<file path="src/hdl/vdc_pkg.sv">
`timescale 1ns / 1ps
// ----------------------------------------------------------------------------
// vdc_pkg
// Shared types, codes and helpers of the Verlet distance constraint block.
// ----------------------------------------------------------------------------
package vdc_pkg;

  localparam int POS_W  = 32;
  localparam int WGT_W  = 16;
  localparam int IDX_W  = 10;
  localparam int REST_W = 63;
  localparam int TOL_W  = 32;
  localparam int MUL_W  = 34;
  localparam int FRAC_W = 17;

  localparam logic [1:0] OP_WRITE   = 2'd0;
  localparam logic [1:0] OP_SATISFY = 2'd1;
  localparam logic [1:0] OP_READ    = 2'd2;
  localparam logic [1:0] OP_NONE    = 2'd3;

  localparam logic [TOL_W-1:0]  TOL_RESET = 32'd1;
  localparam logic [FRAC_W-1:0] FRAC_ONE  = 17'h10000;

  typedef struct packed {
    logic signed [POS_W-1:0] x;
    logic signed [POS_W-1:0] y;
    logic signed [POS_W-1:0] z;
    logic [WGT_W-1:0]        wgt;
    logic                    att;
  } particle_t;

  typedef enum logic [3:0] {
    ST_IDLE, ST_RDA, ST_RDB, ST_CAPB, ST_SQ, ST_SQE, ST_CHK,
    ST_DIV, ST_MF, ST_MW, ST_UPD, ST_WRA, ST_WRB, ST_DONE
  } state_t;

  function automatic logic signed [POS_W-1:0] sat32(input logic signed [35:0] v);
    if (v > 36'sd2147483647) return 32'sh7fffffff;
    if (v < -36'sd2147483648) return 32'sh80000000;
    return v[POS_W-1:0];
  endfunction

  // effective weight: ten times stored weight, once if attached
  function automatic logic [19:0] eff_wgt(input logic [WGT_W-1:0] w, input logic att);
    logic [19:0] wx;
    wx = {4'd0, w};
    return att ? wx : (wx << 3) + (wx << 1);
  endfunction

endpackage

</file>
<file path="src/hdl/vdc_mul.sv">
`timescale 1ns / 1ps
// ----------------------------------------------------------------------------
// vdc_mul
// Shared signed multiplier with registered product.
// ----------------------------------------------------------------------------
module vdc_mul
  import vdc_pkg::*;
(
  input  logic                      clk,
  input  logic signed [MUL_W-1:0]   a,
  input  logic signed [MUL_W-1:0]   b,
  output logic signed [2*MUL_W-1:0] p
);

  logic signed [2*MUL_W-1:0] p_r;

  always_ff @(posedge clk) begin
    p_r <= a * b;
  end

  assign p = p_r;

endmodule

</file>
<file path="config.mk">
export PLATFORM = sky130hd
export DESIGN_NAME = vdc_mul
export DESIGN_NICKNAME = d
export VERILOG_FILES = /design/src/hdl/vdc_pkg.sv /design/src/hdl/vdc_mul.sv
export SDC_FILE = /design/constraint.sdc
export NUM_CORES = 2
export LEC_CHECK = 0
export ABC_AREA = 0
export BUFFER_PORTS_ARGS = -buffer_cell sky130_fd_sc_hd__buf_2
export CORE_MARGIN = 4
export CORE_UTILIZATION = 30
export CTS_BUF_LIST = sky130_fd_sc_hd__clkbuf_4
export CTS_CLUSTER_DIAMETER = 30
export DETAILED_ROUTE_END_ITERATION = 12
export GPL_ROUTABILITY_DRIVEN = 0
export PLACE_DENSITY = 0.54
export SYNTH_ARGS = -nofsm -noshare
export SYNTH_HDL_FRONTEND = slang
export SYNTH_SLANG_ARGS = --single-unit
</file>
<file path="constraint.sdc">
create_clock -name clk -period 13.3 [get_ports clk]
set_clock_uncertainty 0.2 [all_clocks]
set_input_delay 2.66 -clock clk [delete_from_list [all_inputs] [get_ports clk]]
set_output_delay 2.66 -clock clk [all_outputs]
set_load 0.03 [all_outputs]
</file>
==> flow_metrics.tcl <==
set metrics [dict create \
    cts_max_level 3 \
    clock.fmax_mhz 93.5 \
    clkTransAtPathRegs_ns 0.15 \
    cp.arrival_ns 11.08 \
    drive_gt1_frac 0.0451 \
    drc 0 \
    die_h_um 387 \
    drt-total-wl_um 121000 \
    setup_tns_ns 0 \
    fin_crit_ns 10.69 \
    crit_start "b[33]" \
    grtUsageTotal 0.170 \
    yosysWarnings 0 \
    synthArstFlopShare 0 \
    synth_top_flop_cell "dfxtp_1" \
    status "finished clean" \
    layout_commonest_cell "fa_1" \
    start_util 0.303 \
    period_share 0.804 \
    fillers 14900 \
    dpl.cell_count 6372 \
    multi_input_area_um2 36100 \
    cts_tree "done" \
    postCtsHoldBufs 0 \
    grt_max_degree 35 \
    cp_slowest_cell "clkinv_1" \
    setup_viol_count_final 0 \
    vias 29400 \
    cp-start-kind "input port" \
    cts_buffers 9 \
    fin_cells 6399 \
    crit_path_max_fanout 19 \
    synth.avg_cell_area_um2 9.45 \
    postCtsSetupRepairBufs 0 \
    rows 138 \
    drtIter0Drc 1510 \
    synth_top_area_share 0.577 \
    synth_nets 6068 \
    path_cells "buf_2 -> clkinv_1 -> nor2_1 -> fa_1 -> fa_1 -> fa_1 -> fa_1 -> fa_1 -> fa_1 -> fa_1 -> fa_1 -> ha_1 -> nand2_1 -> o21ai_0 -> or2_2 -> nor2b_1 -> or4_1 -> o21ai_4 -> a31oi_2 -> o21ai_0 -> a21oi_1 -> xnor2_1" \
    largest_reg_flops 68 \
    root_buffer "clkbuf_4" \
    path_class "in2reg" \
    yosys_register_bits 68 \
    synth_area_um2 43000 \
    final_util 0.321 \
    wl_per_cell_um 18.9 \
    grt_overflow 0 \
    cts_resized 0 \
    dp_hpwl_um 98200 \
    antenna_found_initial 15 \
    num_io_pins 137 \
    final_cell_mix "fa_1 (1241), inv_1 (1231), and2_1 (621)" \
    final_max_slew_viol_count 0 \
    seqCellArea_um2 1360 \
    yosysSeqAreaShare 0.0316 \
    endpoint_kind "flip-flop" \
    synth_top_area_cell "fa_1" \
    layout.nets 6007 \
    clock-sinks 68 \
    synthTopCellsByArea "fa_1 (58%), inv_1 (11%), and2_1 (9.0%)" \
    synth_edf_count 0 \
    syn_to_final_growth_pct 5.73 \
    preCtsSetupSlack_ns 1.97 \
    max_slew_margin 0.263 \
    ant_nets 0 \
    hold_violations 0 \
    port_buffers 136 \
    hold_path.startpoint "b[0]" \
    min_path_type "in2reg" \
    worst_pin_slew_ns 1.11 \
    grt_pass1_wl_um 197000 \
    cp-endpoint "p[67]" \
    core_area_um2 142000 \
    synth_cell_types 69 \
    critPathMaxStageDelay_ns 0.86 \
    final.setup.worst_slack_ns 2.61 \
    fp.dieArea_um2 150000 \
    fp.dieW_um 387 \
    grt_pass1_vias 33600 \
    drt_first_pass_iters 5 \
    cp_common_cell "fa_1" \
    cap_viol_max_count 0 \
    worst_ep_required_time_ns 13.69 \
    syn_inst 4554 \
    ctsLongestPathBuffers 2 \
    vias_per_cell 4.60 \
    rsz0062_at_grt "no" \
]
-- worst min path at each step --
stage / endpoint / slack (ns) / cells after the start
2_1_floorplan: p[0] / 2.59 / 1
3_3_place_gp: p[21] / 2.90 / 1
3_5_place_dp: p[47] / 2.89 / 1
4_1_cts: p[0] / 2.22 / 3
5_1_grt: p[0] / 2.27 / 3
6_report: p[0] / 2.33 / 3
-- metal layers --
metal / vias to the layer above / track usage / part of all wire
met1: 15800 / 0.225 / 0.43
met2: 746 / 0.287 / 0.49
met5: - / 0 / 0.00039
li1: 12700 / - / -
met4: 6 / 0.0562 / 0.035
met3: 195 / 0.0227 / 0.045
-- cell usage after synthesis, types with 20 or more instances --
master,count
xnor2_1,56
a21o_1,37
a21oi_1,61
ha_1,204
xor2_1,23
o21ai_0,31
dfxtp_1,68
nand2_1,542
fa_1,1241
inv_1,1231
clkbuf_1,214
and2_1,621
nand2b_1,20
nor2_1,54
-- layout make-up --
cell class              count  area share
diodes                     11    0.000605
clock buffers               9     0.00149
clock inverters             7     0.00162
inverters                1232       0.102
multi-input cells        3026       0.794
flip-flops and latches     68      0.0299
well taps                1890      0.0520
repair buffers            156      0.0183
-- critical path, delay by kind of cell --
kind / cells / cell delay [ns]
fa+ha+maj: 9 / 4.37
simple gates: 5 / 1.47
compound gates: 5 / 1.24
buf+inv: 2 / 1.17
xor+xnor: 1 / 0.13
-- cells by family (layout without fill, tap and decap cells) --
family	Yosys count	count (layout)	synth area share
buffers and inverters	1460	1404	0.128
other	0	11	0
flip-flops	68	68	0.0316
AND/OR/NAND/NOR	1296	1296	0.154
AO/OA/AOI/OAI	206	206	0.0335
XOR/XNOR	79	79	0.0161
adder cells (fa/ha/maj)	1445	1445	0.637
-- per-stage QoR --
step | instance area, um2 | hold WS [ns]
6_report | 45500 | 2.33
5_1_grt | 45500 | 2.27
4_1_cts | 45500 | 2.22
3_5_place_dp | 45300 | 2.89
3_3_place_gp | 45300 | 2.90
2_1_floorplan | 43000 | 2.59
Power is not shown: default switching activity piles up to over one toggle a cycle in this logic, so the estimate is an artifact.
