<file path="src/hdl/vdc_pkg.sv">
`timescale 1ns / 1ps
// ----------------------------------------------------------------------------
// vdc_pkg
// Shared types, codes and helpers of the Verlet distance constraint block.
// ----------------------------------------------------------------------------
package vdc_pkg;

  localparam int POS_W  = 32;
  localparam int WGT_W  = 16;
  localparam int IDX_W  = 10;
  localparam int REST_W = 63;
  localparam int TOL_W  = 32;
  localparam int MUL_W  = 34;
  localparam int FRAC_W = 17;

  localparam logic [1:0] OP_WRITE   = 2'd0;
  localparam logic [1:0] OP_SATISFY = 2'd1;
  localparam logic [1:0] OP_READ    = 2'd2;
  localparam logic [1:0] OP_NONE    = 2'd3;

  localparam logic [TOL_W-1:0]  TOL_RESET = 32'd1;
  localparam logic [FRAC_W-1:0] FRAC_ONE  = 17'h10000;

  typedef struct packed {
    logic signed [POS_W-1:0] x;
    logic signed [POS_W-1:0] y;
    logic signed [POS_W-1:0] z;
    logic [WGT_W-1:0]        wgt;
    logic                    att;
  } particle_t;

  typedef enum logic [3:0] {
    ST_IDLE, ST_RDA, ST_RDB, ST_CAPB, ST_SQ, ST_SQE, ST_CHK,
    ST_DIV, ST_MF, ST_MW, ST_UPD, ST_WRA, ST_WRB, ST_DONE
  } state_t;

  function automatic logic signed [POS_W-1:0] sat32(input logic signed [35:0] v);
    if (v > 36'sd2147483647) return 32'sh7fffffff;
    if (v < -36'sd2147483648) return 32'sh80000000;
    return v[POS_W-1:0];
  endfunction

  // effective weight: ten times stored weight, once if attached
  function automatic logic [19:0] eff_wgt(input logic [WGT_W-1:0] w, input logic att);
    logic [19:0] wx;
    wx = {4'd0, w};
    return att ? wx : (wx << 3) + (wx << 1);
  endfunction

endpackage

</file>
<file path="src/hdl/vdc_div.sv">
`timescale 1ns / 1ps
// ----------------------------------------------------------------------------
// vdc_div
// Radix-2 fraction divider: floor(num * 2^16 / den) for num < den, else 1.0; one bit per cycle.
// ----------------------------------------------------------------------------
module vdc_div
  import vdc_pkg::*;
(
  input  logic              clk,
  input  logic              rst_n,
  input  logic              start,
  input  logic [63:0]       num,
  input  logic [63:0]       den,
  output logic              busy,
  output logic [FRAC_W-1:0] q
);

  logic              busy_r, busy_nxt;
  logic [3:0]        cnt_r, cnt_nxt;
  logic [63:0]       rem_r, rem_nxt;
  logic [63:0]       den_r, den_nxt;
  logic [FRAC_W-1:0] q_r, q_nxt;
  logic [64:0]       sh;

  always_ff @(posedge clk) begin
    if (!rst_n) begin
      busy_r <= 1'b0;
    end else begin
      busy_r <= busy_nxt;
    end
    cnt_r <= cnt_nxt;
    rem_r <= rem_nxt;
    den_r <= den_nxt;
    q_r   <= q_nxt;
  end

  always_comb begin
    busy_nxt = busy_r;
    cnt_nxt  = cnt_r;
    rem_nxt  = rem_r;
    den_nxt  = den_r;
    q_nxt    = q_r;
    sh       = {rem_r, 1'b0};
    if (start) begin
      den_nxt = den;
      rem_nxt = num;
      cnt_nxt = 4'd0;
      if (num >= den) begin
        q_nxt    = FRAC_ONE;
        busy_nxt = 1'b0;
      end else begin
        q_nxt    = '0;
        busy_nxt = 1'b1;
      end
    end else if (busy_r) begin
      if (sh[64] || sh[63:0] >= den_r) begin
        rem_nxt = sh[63:0] - den_r;
        q_nxt   = {q_r[FRAC_W-2:0], 1'b1};
      end else begin
        rem_nxt = sh[63:0];
        q_nxt   = {q_r[FRAC_W-2:0], 1'b0};
      end
      cnt_nxt = cnt_r + 4'd1;
      if (cnt_r == 4'd15) begin
        busy_nxt = 1'b0;
      end
    end
  end

  assign busy = busy_r;
  assign q    = q_r;

endmodule

</file>
<file path="config.mk">
export PLATFORM = sky130hd
export DESIGN_NAME = vdc_div
export DESIGN_NICKNAME = d
export VERILOG_FILES = /design/src/hdl/vdc_pkg.sv /design/src/hdl/vdc_div.sv
export SDC_FILE = /design/constraint.sdc
export NUM_CORES = 1
export LEC_CHECK = 0
export BUFFER_PORTS_ARGS = -buffer_cell sky130_fd_sc_hd__buf_2
export CORE_ASPECT_RATIO = 1.25
export CORE_MARGIN = 1
export CORE_UTILIZATION = 47
export CTS_CLUSTER_SIZE = 40
export DETAILED_ROUTE_END_ITERATION = 12
export GPL_TIMING_DRIVEN = 1
export PLACE_DENSITY = 0.7
export SYNTH_ARGS = -nofsm -noshare
export SYNTH_HDL_FRONTEND = slang
export SYNTH_SLANG_ARGS = --single-unit
</file>
<file path="constraint.sdc">
create_clock -name clk -period 3.1 [get_ports clk]
set_input_delay 0.31 -clock clk [delete_from_list [all_inputs] [get_ports clk]]
set_output_delay 0.31 -clock clk [all_outputs]
set_load 0.01 [all_outputs]
</file>
==> summary.txt <==
Route
  – Post-route DRC: 0
  – Antenna-violating nets left: 0
  – Routed wire length: 35400 um
  – DRC marker count from the first detailed-route iteration: 823
  – Via count normalized by instance count: 5.61
  – Vias after detailed routing: 11100
  – First drt pass iteration count: 5
  – Post-DR wirelength/cell: 17.9 um

Timing
  – Final Worst Setup Slack: -0.289 ns
  – Slew Limit Headroom: 0.515
  – Setup-failing EPs final: 65
  – Fin. max-slew vios: 0
  – Period Utilization, post-route: 1.09
  – Highest Clock Rate: 295 MHz
  – Unrepaired setup endpoints after global routing: yes
  – Minimum clock period after layout: 3.39 ns
  – Worst Clk Skew: 0.0220 ns
  – Final number of hold-violating endpoints: 0
  – Worst Max-Slew Pin Slew: 0.727 ns

Place
  – Total of buffers placed on input and output ports: 148
  – HPWL after detailed placement: 24200 um
  – Pre-CTS WS: -0.697 ns
  – Final estimated routing congestion in global placement: 0.917

Layout
  – Area added between synthesis and finish: 39.8%
  – Share of layout cells above drive strength 1: 0.359
  – Layout Nets: 1894
  – Most frequent cells in the layout: 210 x sky130_fd_sc_hd__buf_4, 150 x sky130_fd_sc_hd__inv_1, 147 x sky130_fd_sc_hd__buf_2
  – Most common cell after layout, fill and taps aside: sky130_fd_sc_hd__buf_4
  – Filler cell count: 1865

CTS
  – Number of clock buffers inserted by TritonCTS: 17
  – Clock-pin transition on the worst setup and hold timing paths: 0.08 ns
  – Insertion delay of the later-clocked pin in the worst-skew pair: 0.46 ns
  – Clock net sink count: 150
  – H-tree depth reported by CTS: 4
  – CTS root buffer: sky130_fd_sc_hd__clkbuf_16
  – Maximum count of clock buffers along a single path: 2
  – CTS hold repair buffers: 0
  – Clock tree from TritonCTS: built

Floorplan
  – Die area: 25500 um2
  – CORE AREA: 24400 um2
  – Width of the die: 143 um
  – Height of the die: 178 um
  – Number of top-level pins: 149
  – Standard-cell rows: 64
  – Effective utilization at floorplan: 0.478

Synthesis
  – Register bit total from synthesis: 150
  – Avg Cell Area, Syn: 9.19 um2
  – Share of flip-flops with an asynchronous set or reset: 0
  – Top area cells in the synthesized netlist: sky130_fd_sc_hd__edfxtp_1 37%, sky130_fd_sc_hd__ha_1 14%, sky130_fd_sc_hd__a21oi_1 5.0%
  – Syn_nets: 1532
  – Netlist cell types: 68
  – Netlist area before placement: 11700 um2
  – Number of enable flip-flop cells after synthesis: 145
  – Cell accounting for the most synthesized area: sky130_fd_sc_hd__edfxtp_1
  – Number of instances in the synthesized netlist: 1271
  – Register area share after synthesis: 0.381
  – Synth top area share: 0.373
  – Most used DFF post-synth: sky130_fd_sc_hd__edfxtp_1
  – Warning count from the yosys run: 0

GRT
  – First-pass GRT wire length: 52400 um
  – Global-route total usage across every layer: 0.267
  – Pin count of the biggest net entering global routing: 55
  – Fraction of met1 tracks used by global routing: 0.313
  – Overflow left after global routing: 0
  – Met2 Use GR: 0.472
  – Global routing usage on met3: 0.0443
  – Antenna violations before repair: 1
  – Global routing's busiest layer: met2
  – Via count of the first global-routing pass: 10800

Setup path
  – Buf/Inv on CP: 2
  – Crit path arrival time: 3.59 ns
  – Critical path capture point type: register
  – Endpoint required time on the critical path: 3.30 ns
  – Cell Chain, Critical Path: ha_4, a21oi_2, o221ai_2, a21oi_2, o21ai_1, o41a_1, or3_4, a31oi_4, buf_12, nor2_4, buf_6, a221o_1
  – CP top delay family: compound AO/OA/AOI/OAI gates
  – Critical path start-end classification: reg -> reg
  – Max FO, Critical Path: 5
  – CP max stage delay: 0.44 ns
  – Startpoint type of the worst setup path: register
  – Slowest cell on the critical path: sky130_fd_sc_hd__edfxtp_1
  – Cell mode on critical path: sky130_fd_sc_hd__a21oi_2

Flow run
  – Max capacitance violation total: 0

Pwr
  – LEAKAGE: 0.00752 uW
  – Relative contribution of the clock network to total power: 0.196
  – Internal: 6970 uW
  – Worst vdd rail ir drop: 440 uV
  – Seq pwr share: 0.253
  – Comb power frac: 0.550
  – Switching power: 4280 uW
  – Power density over the cells: 689 nW/um2
  – Switching share of total power: 0.380
  – Overall power: 11300 uW

Worst hold path
  – Worst min-delay path category: in -> reg

Outcome
  – Run status: finished, violations left
  – Violated checks: setup timing
==> synthesized netlist by cell type (all sizes together), types with 4 or more instances <==
cell     number
inv         153
xor2         23
and2          6
clkbuf       28
nand3        17
o211ai       13
buf          21
o41ai         4
a221oi        4
nor4          7
ha          129
a2111oi       4
or3           4
a21o         53
nand4        27
o21bai       13
nand2       106
o21ai        89
a221o        11
nor2b        28
nand2b       13
nor3         13
a31oi         6
o21a         22
a211oi       15
and3         16
dfxtp         5
nor2         74
o31ai         6
mux2         22
xnor2        36
a21oi       119
edfxtp      145
==> path summary, 6_finish.rpt <==
check        depth (start not counted)             startpoint                    end  slack [ns]
max                                 12    rem_r[14]$_DFFE_PP_    rem_r[51]$_DFFE_PP_       -0.29
min                                  1                den[24]    den_r[24]$_DFFE_PP_        0.03
max reg2reg                         12    rem_r[14]$_DFFE_PP_    rem_r[51]$_DFFE_PP_       -0.29
min reg2reg                          2  cnt_r[3]$_SDFFE_PP0P_  cnt_r[3]$_SDFFE_PP0P_        0.54
==> power groups by stage <==
| stage | registers, uW | logic, uW | clock network [uW] |
|---|---|---|---|
| global route | 2880 | 6670 | 2300 |
| floorplan | 2810 | 2980 | 0 |
| finish | 2850 | 6200 | 2210 |
| global placement | 2830 | 4700 | 0 |
| detailed placement | 2840 | 4770 | 0 |
| CTS | 2810 | 5390 | 2230 |
==> metrics by stage <==
stage                     hold WS (ns)  utilization  cell area (um2)  cells  TNS, ns
after floorplan                  0.409            -            11800   1271    -2.30
after global placement           0.497        0.579            14100   1890   -21.41
after detailed placement         0.503        0.579            14100   1890   -23.16
after CTS                       0.0251        0.629            15400   1947   -15.49
after global routing            0.0346        0.669            16300   1976   -19.39
final                           0.0332        0.669            16300   1977   -13.71
==> sequential cells by signal (all words and copies together), names as in the netlist <==
| name | count |
|---|---|
| den_r | 64 |
| rem_r | 64 |
| q | 17 |
| cnt_r | 4 |
| busy | 1 |
==> routing by layer <==
layer  routed length (um)  part of all wire  vias to the layer above
li1                     -                 -                     5336
met1                14400              0.41                     5321
met2                17900              0.51                      342
met3                 1690             0.048                       89
met4                 1410             0.040                        0
met5                    0                 0                        -
==> area by class of cell <==
class	instances	area, um2	area share
Antenna cell	1	2.50	0.000153
Clock buffer	17	425	0.0260
Tap cell	330	413	0.0253
Clock inverter	15	181	0.0111
Timing Repair Buffer	392	2940	0.180
Sequential cell	150	4450	0.273
Multi-Input combinational cell	919	7350	0.450
Inverter	153	574	0.0352
==> worst register-to-register path, cell delays in order (launching register included) <==
cell and delay (ns):
sky130_fd_sc_hd__edfxtp_1 0.44, sky130_fd_sc_hd__ha_4 0.29, sky130_fd_sc_hd__a21oi_2 0.19, sky130_fd_sc_hd__o221ai_2 0.13, sky130_fd_sc_hd__a21oi_2 0.20, sky130_fd_sc_hd__o21ai_1 0.11
sky130_fd_sc_hd__o41a_1 0.44, sky130_fd_sc_hd__or3_4 0.39, sky130_fd_sc_hd__a31oi_4 0.24, sky130_fd_sc_hd__buf_12 0.18, sky130_fd_sc_hd__nor2_4 0.07, sky130_fd_sc_hd__buf_6 0.18
sky130_fd_sc_hd__a221o_1 0.30
==> repair_timing <==
item                                    in CTS  in global routing
cloned                                       6                  4
buffers inserted                            20                 28
endpoints found under the setup margin      67                 67
pin swaps                                   27                 60
resized for setup                           83                149
==> kinds of logic (layout without fill, tap and decap cells) <==
group,after synthesis,count (layout),share of synthesized area
AO/OA/AOI/OAI,382,382,0.209
XOR/XNOR,59,59,0.0442
adder cells (fa/ha/maj),130,130,0.140
buffers and inverters,202,577,0.0697
flip-flops,150,150,0.381
multiplexers,24,24,0.0229
other,0,1,0
AND/OR/NAND/NOR,324,324,0.134
No activity file was read; power rests on OpenSTA's default activity.
